## src/sv/ising_pkg.sv

```systemverilog
// Package: shared constants and types for the Ising spin update block.
package ising_pkg;

   localparam int SIDE_BITS = 4;
   localparam int SITE_BITS = 2 * SIDE_BITS;
   localparam int SITES     = 1 << SITE_BITS;

   localparam int LEVEL_W  = 17;
   localparam int FRAC_W   = 16;
   localparam int ENERGY_W = 11;
   localparam int MAG_W    = 10;

   // Count of lattice reads per item: the site itself and its four neighbors.
   localparam int READ_COUNT = 5;
   localparam int STEP_W     = 3;

   localparam logic [ENERGY_W-1:0] ENERGY_RESET = ENERGY_W'(-2 * SITES);
   localparam logic [MAG_W-1:0]    MAG_RESET    = MAG_W'(SITES);
   localparam logic [LEVEL_W-1:0]  LEVEL_RESET  = LEVEL_W'(65536);

   // Register indexes on the csr port.
   localparam logic CSR_LEVEL_FOUR  = 1'b0;
   localparam logic CSR_LEVEL_EIGHT = 1'b1;

   // Item kinds carried in req_tuser.
   localparam logic CMD_WRITE = 1'b0;
   localparam logic CMD_TRIAL = 1'b1;

   // Access to the lattice store: one port, read or write each cycle.
   typedef struct packed {
      logic                 we;
      logic [SITE_BITS-1:0] addr;
      logic                 wdata;
   } lat_req_type;

endpackage

```

## src/sv/ising_lattice.sv

```systemverilog
// Lattice spin store: single-port memory with reset-to-up valid bits.
module ising_lattice (
   input  logic                     clock,
   input  logic                     reset,
   input  ising_pkg::lat_req_type   lat_req,
   output logic                     rd_spin
);

   logic                         lattice_ff [ising_pkg::SITES];
   logic [ising_pkg::SITES-1:0]  valid_ff;
   logic                         rd_data_ff;
   logic                         rd_valid_ff;

   always_ff @(posedge clock) begin
      if (lat_req.we) begin
         lattice_ff[lat_req.addr] <= lat_req.wdata;
      end
      rd_data_ff <= lattice_ff[lat_req.addr];
   end

   // never-written sites read as spin up
   always_ff @(posedge clock) begin
      if (reset) begin
         valid_ff    <= '0;
         rd_valid_ff <= 1'b0;
      end else begin
         if (lat_req.we) begin
            valid_ff[lat_req.addr] <= 1'b1;
         end
         rd_valid_ff <= valid_ff[lat_req.addr];
      end
   end

   assign rd_spin = rd_valid_ff ? rd_data_ff : 1'b1;

endmodule

```

## src/sv/ising_metropolis_spin_update.sv

```systemverilog
// Top level: 2D Ising lattice with Metropolis trials and running totals.
//
// A 16x16 lattice of spins (periodic wrap) with running energy and
// magnetization. Each req item either writes one spin (tuser = 0) or runs a
// Metropolis trial at one site (tuser = 1); each returns exactly one rsp item
// with the flip flag, the site's spin afterwards and both totals. Each item
// makes five reads of the single-port lattice memory (site plus four
// neighbors, one per cycle, data in the cycle after each address), then an
// evaluate/write-back state and a state that loads the response register,
// before the next item is accepted. The response register lets it start while
// an earlier result waits; a new result is held back until that one leaves.
// The lattice resets to all spins up, energy -512, magnetization 256;
// both acceptance levels reset to 65536 (always accept). Write the csr
// port only while the block is idle.
module ising_metropolis_spin_update (
   input  logic        clock,
   input  logic        reset,
   // input items
   input  logic        req_tvalid,
   output logic        req_tready,
   input  logic [31:0] req_tdata,  // row[3:0], col[7:4], spin_in[8], rand_fraction[24:9]
   input  logic        req_tuser,  // cmd: 0 write spin, 1 trial
   // result items
   output logic        rsp_tvalid,
   input  logic        rsp_tready,
   output logic [23:0] rsp_tdata,  // flipped[0], spin_out[1], energy[12:2], magnetization[22:13]
   // configuration
   input  logic        csr_valid,
   output logic        csr_ready,
   input  logic        csr_index,
   input  logic [16:0] csr_data
);

   typedef enum logic [3:0] {
      ST_IDLE = 4'b0001,
      ST_READ = 4'b0010,
      ST_EVAL = 4'b0100,
      ST_RESP = 4'b1000
   } state_type;

   state_type                              state_ff, state_in;
   logic [ising_pkg::STEP_W-1:0]           step_ff, step_in;
   logic [2:0]                             agree_ff, agree_in;
   logic                                   center_ff, center_in;

   // latched item fields
   logic                                   cmd_ff;
   logic [ising_pkg::SIDE_BITS-1:0]        row_ff, col_ff;
   logic                                   spin_in_ff;
   logic [ising_pkg::FRAC_W-1:0]           frac_ff;

   logic [ising_pkg::LEVEL_W-1:0]          level_four_ff, level_eight_ff;
   logic [ising_pkg::ENERGY_W-1:0]         energy_ff, energy_in;
   logic [ising_pkg::MAG_W-1:0]            mag_ff, mag_in;

   logic                                   flip_ff, flip_in;
   logic                                   spin_new_ff, spin_new_in;

   logic                                   rsp_valid_ff;
   logic [23:0]                            rsp_data_ff;

   ising_pkg::lat_req_type                 lat_req;
   logic                                   rd_spin;

   logic [ising_pkg::SIDE_BITS-1:0]        rd_row, rd_col;
   logic                                   req_fire;
   logic                                   change;
   logic                                   trial_flip;
   logic [ising_pkg::ENERGY_W-1:0]         energy_delta;
   logic                                   rsp_free;

   assign req_tready = (state_ff == ST_IDLE);
   assign req_fire   = req_tvalid && req_tready;
   assign csr_ready  = 1'b1;
   assign rsp_free   = !rsp_valid_ff || rsp_tready;

   // neighbor addressing; 4-bit wrap gives the periodic boundary
   always_comb begin
      rd_row = row_ff;
      rd_col = col_ff;
      case (step_ff)
         3'd1:    rd_row = row_ff + 1'b1;
         3'd2:    rd_col = col_ff + 1'b1;
         3'd3:    rd_row = row_ff - 1'b1;
         3'd4:    rd_col = col_ff - 1'b1;
         default: ;
      endcase
   end

   // Metropolis decision: agree = neighbors matching the site spin.
   // agree <= 2 means cost <= 0, 3 means cost 4, 4 means cost 8.
   always_comb begin
      case (agree_ff)
         3'd3:    trial_flip = {1'b0, frac_ff} < level_four_ff;
         3'd4:    trial_flip = {1'b0, frac_ff} < level_eight_ff;
         default: trial_flip = 1'b1;
      endcase
   end

   // a change of spin moves energy by 4*agree - 8 and magnetization by 2
   assign change       = (cmd_ff == ising_pkg::CMD_TRIAL) ? trial_flip
                                                           : (spin_in_ff != center_ff);
   assign energy_delta = {6'd0, agree_ff, 2'b00} - 11'd8;

   always_comb begin
      lat_req.we    = 1'b0;
      lat_req.addr  = {rd_row, rd_col};
      lat_req.wdata = ~center_ff;
      if (state_ff == ST_EVAL) begin
         lat_req.addr = {row_ff, col_ff};
         lat_req.we   = change;
      end
   end

   ising_lattice u_lattice (
      .clock   (clock),
      .reset   (reset),
      .lat_req (lat_req),
      .rd_spin (rd_spin)
   );

   always_comb begin
      state_in    = state_ff;
      step_in     = step_ff;
      agree_in    = agree_ff;
      center_in   = center_ff;
      energy_in   = energy_ff;
      mag_in      = mag_ff;
      flip_in     = flip_ff;
      spin_new_in = spin_new_ff;
      unique case (state_ff)
         ST_IDLE: begin
            if (req_fire) begin
               state_in = ST_READ;
               step_in  = '0;
               agree_in = '0;
            end
         end
         ST_READ: begin
            step_in = step_ff + 1'b1;
            // read data comes from the lattice's output register, so each step sees the previous step's read
            if (step_ff == 3'd1) begin
               center_in = rd_spin;
            end else if (step_ff != 3'd0) begin
               agree_in = agree_ff + {2'b00, (rd_spin == center_ff)};
            end
            if (step_ff == 3'(ising_pkg::READ_COUNT)) begin
               state_in = ST_EVAL;
            end
         end
         ST_EVAL: begin
            flip_in     = (cmd_ff == ising_pkg::CMD_TRIAL) && trial_flip;
            spin_new_in = change ? ~center_ff : center_ff;
            if (change) begin
               energy_in = energy_ff + energy_delta;
               mag_in    = center_ff ? mag_ff - 10'd2 : mag_ff + 10'd2;
            end
            state_in = ST_RESP;
         end
         ST_RESP: begin
            if (rsp_free) begin
               state_in = ST_IDLE;
            end
         end
         default: state_in = ST_IDLE;
      endcase
   end

   always_ff @(posedge clock) begin
      if (reset) begin
         state_ff       <= ST_IDLE;
         step_ff        <= '0;
         agree_ff       <= '0;
         energy_ff      <= ising_pkg::ENERGY_RESET;
         mag_ff         <= ising_pkg::MAG_RESET;
         level_four_ff  <= ising_pkg::LEVEL_RESET;
         level_eight_ff <= ising_pkg::LEVEL_RESET;
         rsp_valid_ff   <= 1'b0;
      end else begin
         state_ff  <= state_in;
         step_ff   <= step_in;
         agree_ff  <= agree_in;
         energy_ff <= energy_in;
         mag_ff    <= mag_in;
         if (csr_valid && csr_ready) begin
            unique case (csr_index)
               ising_pkg::CSR_LEVEL_FOUR:  level_four_ff  <= csr_data;
               ising_pkg::CSR_LEVEL_EIGHT: level_eight_ff <= csr_data;
               default: ;
            endcase
         end
         if (state_ff == ST_RESP && rsp_free) begin
            rsp_valid_ff <= 1'b1;
         end else if (rsp_tready) begin
            rsp_valid_ff <= 1'b0;
         end
      end
   end

   // payload registers
   always_ff @(posedge clock) begin
      center_ff   <= center_in;
      flip_ff     <= flip_in;
      spin_new_ff <= spin_new_in;
      if (req_fire) begin
         cmd_ff     <= req_tuser;
         row_ff     <= req_tdata[3:0];
         col_ff     <= req_tdata[7:4];
         spin_in_ff <= req_tdata[8];
         frac_ff    <= req_tdata[24:9];
      end
      if (state_ff == ST_RESP && rsp_free) begin
         rsp_data_ff <= {1'b0, mag_ff, energy_ff, spin_new_ff, flip_ff};
      end
   end

   assign rsp_tvalid = rsp_valid_ff;
   assign rsp_tdata  = rsp_data_ff;

endmodule

```

## config.mk

```make
export PLATFORM = sky130hd
export DESIGN_NAME = ising_metropolis_spin_update
export DESIGN_NICKNAME = d
export VERILOG_FILES = /design/src/sv/ising_pkg.sv /design/src/sv/ising_lattice.sv /design/src/sv/ising_metropolis_spin_update.sv
export SDC_FILE = /design/constraint.sdc
export NUM_CORES = 1
export LEC_CHECK = 0
export BUFFER_PORTS_ARGS = -buffer_cell sky130_fd_sc_hd__buf_2
export CORE_ASPECT_RATIO = 0.7
export CORE_MARGIN = 3
export CORE_UTILIZATION = 58
export CTS_CLUSTER_DIAMETER = 120
export DETAILED_ROUTE_END_ITERATION = 6
export GPL_ROUTABILITY_DRIVEN = 0
export PLACE_DENSITY = 0.72
export RECOVER_POWER = 50
export SYNTH_ARGS = -nofsm -noshare
export SYNTH_HDL_FRONTEND = slang
export SYNTH_SLANG_ARGS = --single-unit
```

## constraint.sdc

```tcl
create_clock -name clock -period 7.9 [get_ports clock]
set_clock_uncertainty 0.1 [all_clocks]
set_input_delay 0.395 -clock clock [delete_from_list [all_inputs] [get_ports clock]]
set_output_delay 0.395 -clock clock [all_outputs]
set_load 0.01 [all_outputs]
```

Word-level counts from Yosys, hierarchy flattened
Memories as Yosys holds them, arrays and structs flattened. A register that Yosys moved wholly into a read port is not among the register bits. Cells that the tools add are included.

Flip-flop bits (word level): 375. Memory bits (writable): 256. Input bits: 56. Word-level logic and storage cells: 96. Memories kept: 1.

Memories: u_lattice.lattice_ff (depth 256, width 1, rd ports 1, clocked after memory_dff 1, write ports 1, RTL line ising_lattice.sv:9) `logic lattice_ff [ising_pkg::SITES];`.

$add $sub $neg: 10. $lt $le $gt $ge: 4. Eq/ne operators: 18. Multiplexer cells: 25. Bitwise operators: 3. Reduce and logical (&&, ||, !) cells: 16.

Operators by type and width (count): 256-bit OR (1); 16-bit by 17-bit less-than comparator with 1-bit output (2); 4-bit one-hot mux with 2 select lines (2); 4-bit one-hot mux with 4 select lines (1); 4-bit two-way mux (3); 3-bit one-hot mux with 2 select lines (2); 11-bit adder (1); 10-bit by 2-bit adder with 10-bit output (second input constant) (1); 10-bit two-way mux (1); 2-bit AND reduction (5); 10-bit by 2-bit subtractor with 10-bit output (second input constant) (1); 3-bit by 2-bit == test with 1-bit output (second input constant) (3); 3-bit == test (second input constant) (3); 8-bit by 9-bit less-than comparator with 1-bit output (second input constant) (1); 1-bit two-way mux (9); 3-bit two-way mux (3); 9-bit two-way mux (1); 4-bit by 1-bit adder with 4-bit output (second input constant) (2); 1-bit binary-select mux with 8-bit select (1); 1-bit demux with 8-bit select (1); 8-bit by 1-bit >= comparator with 1-bit output (second input constant) (1); 2-bit != test (second input constant) (4); 4-bit by 1-bit subtractor with 4-bit output (second input constant) (2); 5-bit by 4-bit subtractor with 6-bit output (second input constant) (1); other kinds (19) (24).

Longest topological paths before layout
Word-level depth: 9. Depth in mapped cells: 18. Gate-level depth less buffers: 13.

Hierarchy
A second synthesis with hierarchy kept.

Cell total of the unflattened synthesis: 2279. Area, all modules: 26231.4 um2.

Modules (own cells, without submodules): ising_lattice (times used 1, cells each 1678, area each 20454.6 um2); ising_metropolis_spin_update (times used 1, cells each 601, area each 5776.8 um2).

Least setup slack after synthesis
Ideal clock, no wire load.

Path type: register to register. From: reg center_ff. To: reg mag_ff[9] (netlist bit). Library setup time: 82 ps. Data arrival time: 5369 ps. Required time: 7718 ps. Slack: 2349 ps. Cell stages (with the launch flop): 12. Path buffers: 0. Period minus slack after synthesis: 5551 ps. Cell sequence: edfxtp_1 inv_1 fa_1 nor2b_1 o21ai_0 a21boi_0 o21ai_0 nand2b_1 a31oi_1 xnor2_1 mux2_2 o2111ai_1.

Longest elaborated chain between the ends: 3. Elaborated cells on any way between the ends: 4. Classes of those cells: eq/ne (1); mux (2); reduce/logical (1).

RTL lines: from (decl) (RTL line ising_metropolis_spin_update.sv:44) `logic center_ff, center_in;`; from (signal assigned) (RTL line ising_metropolis_spin_update.sv:202) `center_ff <= center_in;`; 1-bit != test (RTL line ising_metropolis_spin_update.sv:102) `: (spin_in_ff != center_ff);`; 1-bit two-way mux (RTL line ising_metropolis_spin_update.sv:101) `assign change = (cmd_ff == ising_pkg::CMD_TRIAL) ? trial_flip`; 2-bit AND reduction (no source line); to (signal assigned) (RTL line ising_metropolis_spin_update.sv:175) `mag_ff <= ising_pkg::MAG_RESET;`; to (signal assigned) (RTL line ising_metropolis_spin_update.sv:184) `mag_ff <= mag_in;`; to (decl) (RTL line ising_metropolis_spin_update.sv:54) `logic [ising_pkg::MAG_W-1:0] mag_ff, mag_in;`.

Several ways; a longest one is shown, not always the timed one. A chain may end at the register's enable or synchronous reset.

Worst setup path in the final report
From: reg state_ff[2]. To: reg u_lattice.valid_ff[96] (netlist bit).

Longest elaborated chain between the ends: 7. Elaborated cells on any way between the ends: 8. Classes of those cells: order compare (2); eq/ne (1); mux (3); bitwise (1); reduce/logical (1).

RTL lines: from (decl) (RTL line ising_metropolis_spin_update.sv:41) `state_type state_ff, state_in;`; from (signal assigned) (RTL line ising_metropolis_spin_update.sv:180) `state_ff <= state_in;`; 4-bit by 3-bit == test with 1-bit output (*) (RTL line ising_metropolis_spin_update.sv:109) `if (state_ff == ST_EVAL) begin`; 9-bit two-way mux (*) (RTL line ising_metropolis_spin_update.sv:109); 8-bit by 9-bit less-than comparator with 1-bit output (implied by the code) / 8-bit by 1-bit >= comparator with 1-bit output (equally long branches) (RTL line ising_lattice.sv:28) `valid_ff[lat_req.addr] <= 1'b1;`; 1-bit logical AND (implied by the code) (RTL line ising_lattice.sv:28); 1-bit two-way mux (implied by the code) (RTL line ising_lattice.sv:28); 1-bit demux with 8-bit select; 256-bit OR (no source line); to (signal assigned) (RTL line ising_lattice.sv:24) `valid_ff <= '0;`; to (signal, indexed assignment) (RTL line ising_lattice.sv:28); to (decl) (RTL line ising_lattice.sv:10) `logic [ising_pkg::SITES-1:0] valid_ff;`.

Every way passes the cells marked *; elsewhere a longest branch is shown, timed or not.

==> results.py <==
metrics = {
    "grt": {
        "grt_pass1_wl_um": 136000,
        "grt_pass1_vias": 24200,
        "grtUsageTotal_pct": 31.2,
        "overflow": 0,
        "grt_max_degree": 168,
        "antenna_found_initial": 1,
    },
    "route": {
        "wl_per_cell_um": 23.8,
        "drt-total-wl_um": 88400,
        "drc": 0,
        "drtIter0Drc": 3234,
        "drtAntennaViolNets": 0,
        "dr.pass1.iters": 6,
        "via_per_inst": 6.67,
        "vias": 24800,
    },
    "setup_path": {
        "crit_family": "simple AND/OR/NAND/NOR gates",
        "critPathKind": "register to register",
        "cp.arrival_ns": 6.93,
        "rr_worst_depth": 9,
        "required_ns": 8.32,
        "reg2reg_to": "u_lattice.valid_ff[96]$_SDFFE_PP0P_",
        "reg2reg_slack_ns": 1.39,
        "timing.rr.start": "state_ff[2]$_SDFFE_PP0P_",
        "worst-path-buf-inv": 2,
        "crit_slowest_cell": "clkbuf_1",
        "path_cells": "or4b_1 > clkinvlp_2 > or3_1 > and2_0 > nor3_1 > clkbuf_1 > nand2_1 > or2_2 > o22ai_1",
        "path_max_fanout": 21,
        "end_kind": "register",
        "slowest_delay_ns": 1.28,
        "crit_path_start_kind": "register",
    },
    "outcome": {
        "violations": "capacitance limit, slew limit",
        "status": "complete, but fails checks",
    },
    "sta": {
        "hold_violations": 0,
        "slew_viol_final": 185,
        "fin_crit_ns": 6.51,
        "timing.final.crit_share_pct": 82.4,
        "fmax_ghz": 0.154,
        "setup_viol": 0,
        "slew_headroom_pct": -228,
        "setup-tns-final_ns": 0,
        "worst_pin_slew_ns": 4.92,
        "rsz0062_at_grt": "false",
    },
    "floorplanning": {
        "die_area_um2": 55800,
        "initial_core_util_pct": 59.6,
        "num_io_pins": 83,
        "die_x_um": 281,
        "rows": 69,
        "fp.coreArea_um2": 51500,
        "die-height_um": 198,
    },
    "min_path": {
        "worstHoldStart": "req_tvalid",
        "holdPathEnd": "state_ff[0]$_SDFFE_PP1P_",
        "hold_path_class": "primary input to register",
        "hold_depth": 4,
    },
    "cts": {
        "root_buffer": "clkbuf_16",
        "cts_made_buffers": 58,
        "ctsHtreeMaxLevel": 2,
        "cts_resized": 0,
        "hold_buffers": 44,
        "postCtsSetupBuffers": 0,
        "clk_latency_ns": 0.61,
        "clock_sinks": 626,
        "clockBufferDepth": 3,
        "tritoncts": "yes",
        "path_clk_slew_ns": 0.06,
    },
    "finish": {
        "nNetsFinal": 3112,
        "drive_gt1_share_pct": 10.3,
        "areaGrowthSynthToFinish_pct": 10.2,
        "final_area_um2": 33800,
        "final_core_util_pct": 65.6,
    },
    "synthesis": {
        "synthMostInstantiatedCell": "dfxtp_1",
        "synth-seq-area-share_pct": 50.8,
        "synth_cell_type_count": 87,
        "yosys_warnings": 0,
        "synth-seq-cells": 626,
        "yosys_most_used_dff": "dfxtp_1",
        "synthCells": 3014,
        "yosys.area.top_type": "edfxtp_1",
        "synth.area.top_cells": "edfxtp_1 30%, dfxtp_1 21%, mux2i_1 6.3%, o22ai_1 5.9%, mux4_2 4.6%",
        "avgSynthCellArea_um2": 10.2,
        "synth-edff-count": 305,
        "async_reset_ff_share_pct": 0,
        "yosys.area.top_type_share_pct": 29.8,
        "yosys-top-cells-count": "321 x dfxtp_1, 306 x inv_1, 305 x edfxtp_1, 289 x o22ai_1, 267 x nor3_1",
        "syn_area_um2": 30700,
    },
    "power_and_ir_drop": {
        "finalPower_w": 0.00736,
        "peakVddDrop_uv": 175,
        "leakagePower_nw": 10.8,
        "cellPowerDensity_nw_per_um2": 218,
    },
    "job": {
        "drv_cap": 4,
    },
    "placement": {
        "dp_hpwl_um": 52000,
        "place_area_um2": 31500,
        "port_buffers": 70,
    },
}
## how the worst max path moves through the flow
stage	start	endpoint	slack (ns)	depth (start not counted)
after floorplan	center_ff$_DFFE_PP_	mag_ff[9]$_SDFFE_PP0P_	2.35	11
after global placement	step_ff[0]$_SDFFE_PP0P_	u_lattice.rd_data_ff$_DFF_P_	2.39	13
after detailed placement	step_ff[0]$_SDFFE_PP0P_	u_lattice.rd_data_ff$_DFF_P_	2.11	13
after CTS	step_ff[0]$_SDFFE_PP0P_	u_lattice.rd_data_ff$_DFF_P_	2.10	13
after global routing	center_ff$_DFFE_PP_	u_lattice.lattice_ff[243]$_DFFE_PP_	1.17	3
final	state_ff[2]$_SDFFE_PP0P_	u_lattice.valid_ff[96]$_SDFFE_PP0P_	1.39	9
## power by group
part / total, W / internal (W) / leakage (nW) / switching, W
Clock: 0.00290 / 0.00164 / 0.988 / 0.00126
Combinational: 0.00102 / 0.000332 / 4.49 / 0.000684
Sequential: 0.00345 / 0.00342 / 5.36 / 0.0000304
## area by class of cell
cell class,instances,area [µm²]
diodes,1,2.50
clock buffers,79,1740
clock inverters,29,241
fillers,3911,17700
inverters,309,1170
multi-input cells,1824,13000
flip-flops and latches,626,15600
well taps,674,843
repair buffers,176,1240
## logic make-up (layout without fill, tap and decap cells)
logic type | count (synthesis) | in the layout | share of synthesized area [%]
AOI/OAI and AO/OA | 753 | 753 | 15.9
xor gates and xnor gates | 18 | 18 | 0.514
adders and majority gates | 61 | 61 | 2.58
buffers and inverters | 567 | 593 | 7.50
DFF | 626 | 626 | 50.8
muxes | 264 | 264 | 11.2
other | 2 | 6 | 0.0245
and+or+nand+nor | 723 | 723 | 11.5
## per-stage QoR
step                hold WS (ns)  instances  worst slack, ns
finish                    0.0136       3718             1.39
global route              0.0557       3717             1.17
CTS                      0.00181       3717             2.10
detailed placement         0.306       3565             2.11
global placement           0.305       3565             2.39
floorplan                  0.300       3017             2.35
## cell usage in the layout, fill, tap and decap left out, types with 7 or more instances in the layout
cell / Yosys / routed
a211oi_1: 26 / 26
a21o_1: 22 / 22
a21oi_1: 113 / 111
a221oi_1: 8 / 8
a222oi_1: 7 / 7
a22oi_1: 59 / 59
a31oi_1: 7 / 7
a41oi_1: 15 / 15
buf_2: 68 / 44
buf_4: 9 / 55
clkbuf_1: 147 / 35
clkbuf_16: 0 / 62
clkbuf_8: 0 / 12
clkinv_2: 0 / 15
dfxtp_1: 321 / 321
dlygate4sd3_1: 0 / 44
edfxtp_1: 305 / 305
ha_1: 57 / 57
inv_1: 306 / 305
mux2i_1: 194 / 194
mux4_2: 63 / 63
nand2_1: 210 / 210
nand2b_1: 17 / 17
nand3_1: 21 / 21
nand4_1: 20 / 20
nor2_1: 81 / 75
nor2b_1: 15 / 15
nor3_1: 267 / 266
nor4_1: 12 / 11
o2111ai_1: 10 / 10
o21ai_0: 102 / 102
o21ai_1: 9 / 8
o221ai_1: 9 / 9
o22ai_1: 289 / 289
o311ai_0: 10 / 10
or2_1: 16 / 15
or3_1: 22 / 22
xnor2_1: 13 / 13
## metal layers
metal	vias up	share of wire [%]	GRT usage (%)
met1	12100	41	43.4
met5	-	0.12	1.37
met2	1389	45	49.1
li1	11100	-	-
met3	210	11	7.31
met4	2	2.6	9.01
## worst min-delay path: stages
cell     delay (ns)
buf_2          0.09
nor2b_1        0.06
nor2_1         0.09
nand2_1        0.05
## sequential cells by signal, indices dropped and copies added, names as in the netlist, 3 cells and up
register,flops
row_ff,4
state_ff,4
col_ff,4
rsp_tdata,20
energy_ff,9
u_lattice.valid_ff,256
agree_ff,3
frac_ff,16
mag_ff,9
level_four_ff,17
step_ff,3
u_lattice.lattice_ff,256
level_eight_ff,17
(Power assumes the default switching activity.)
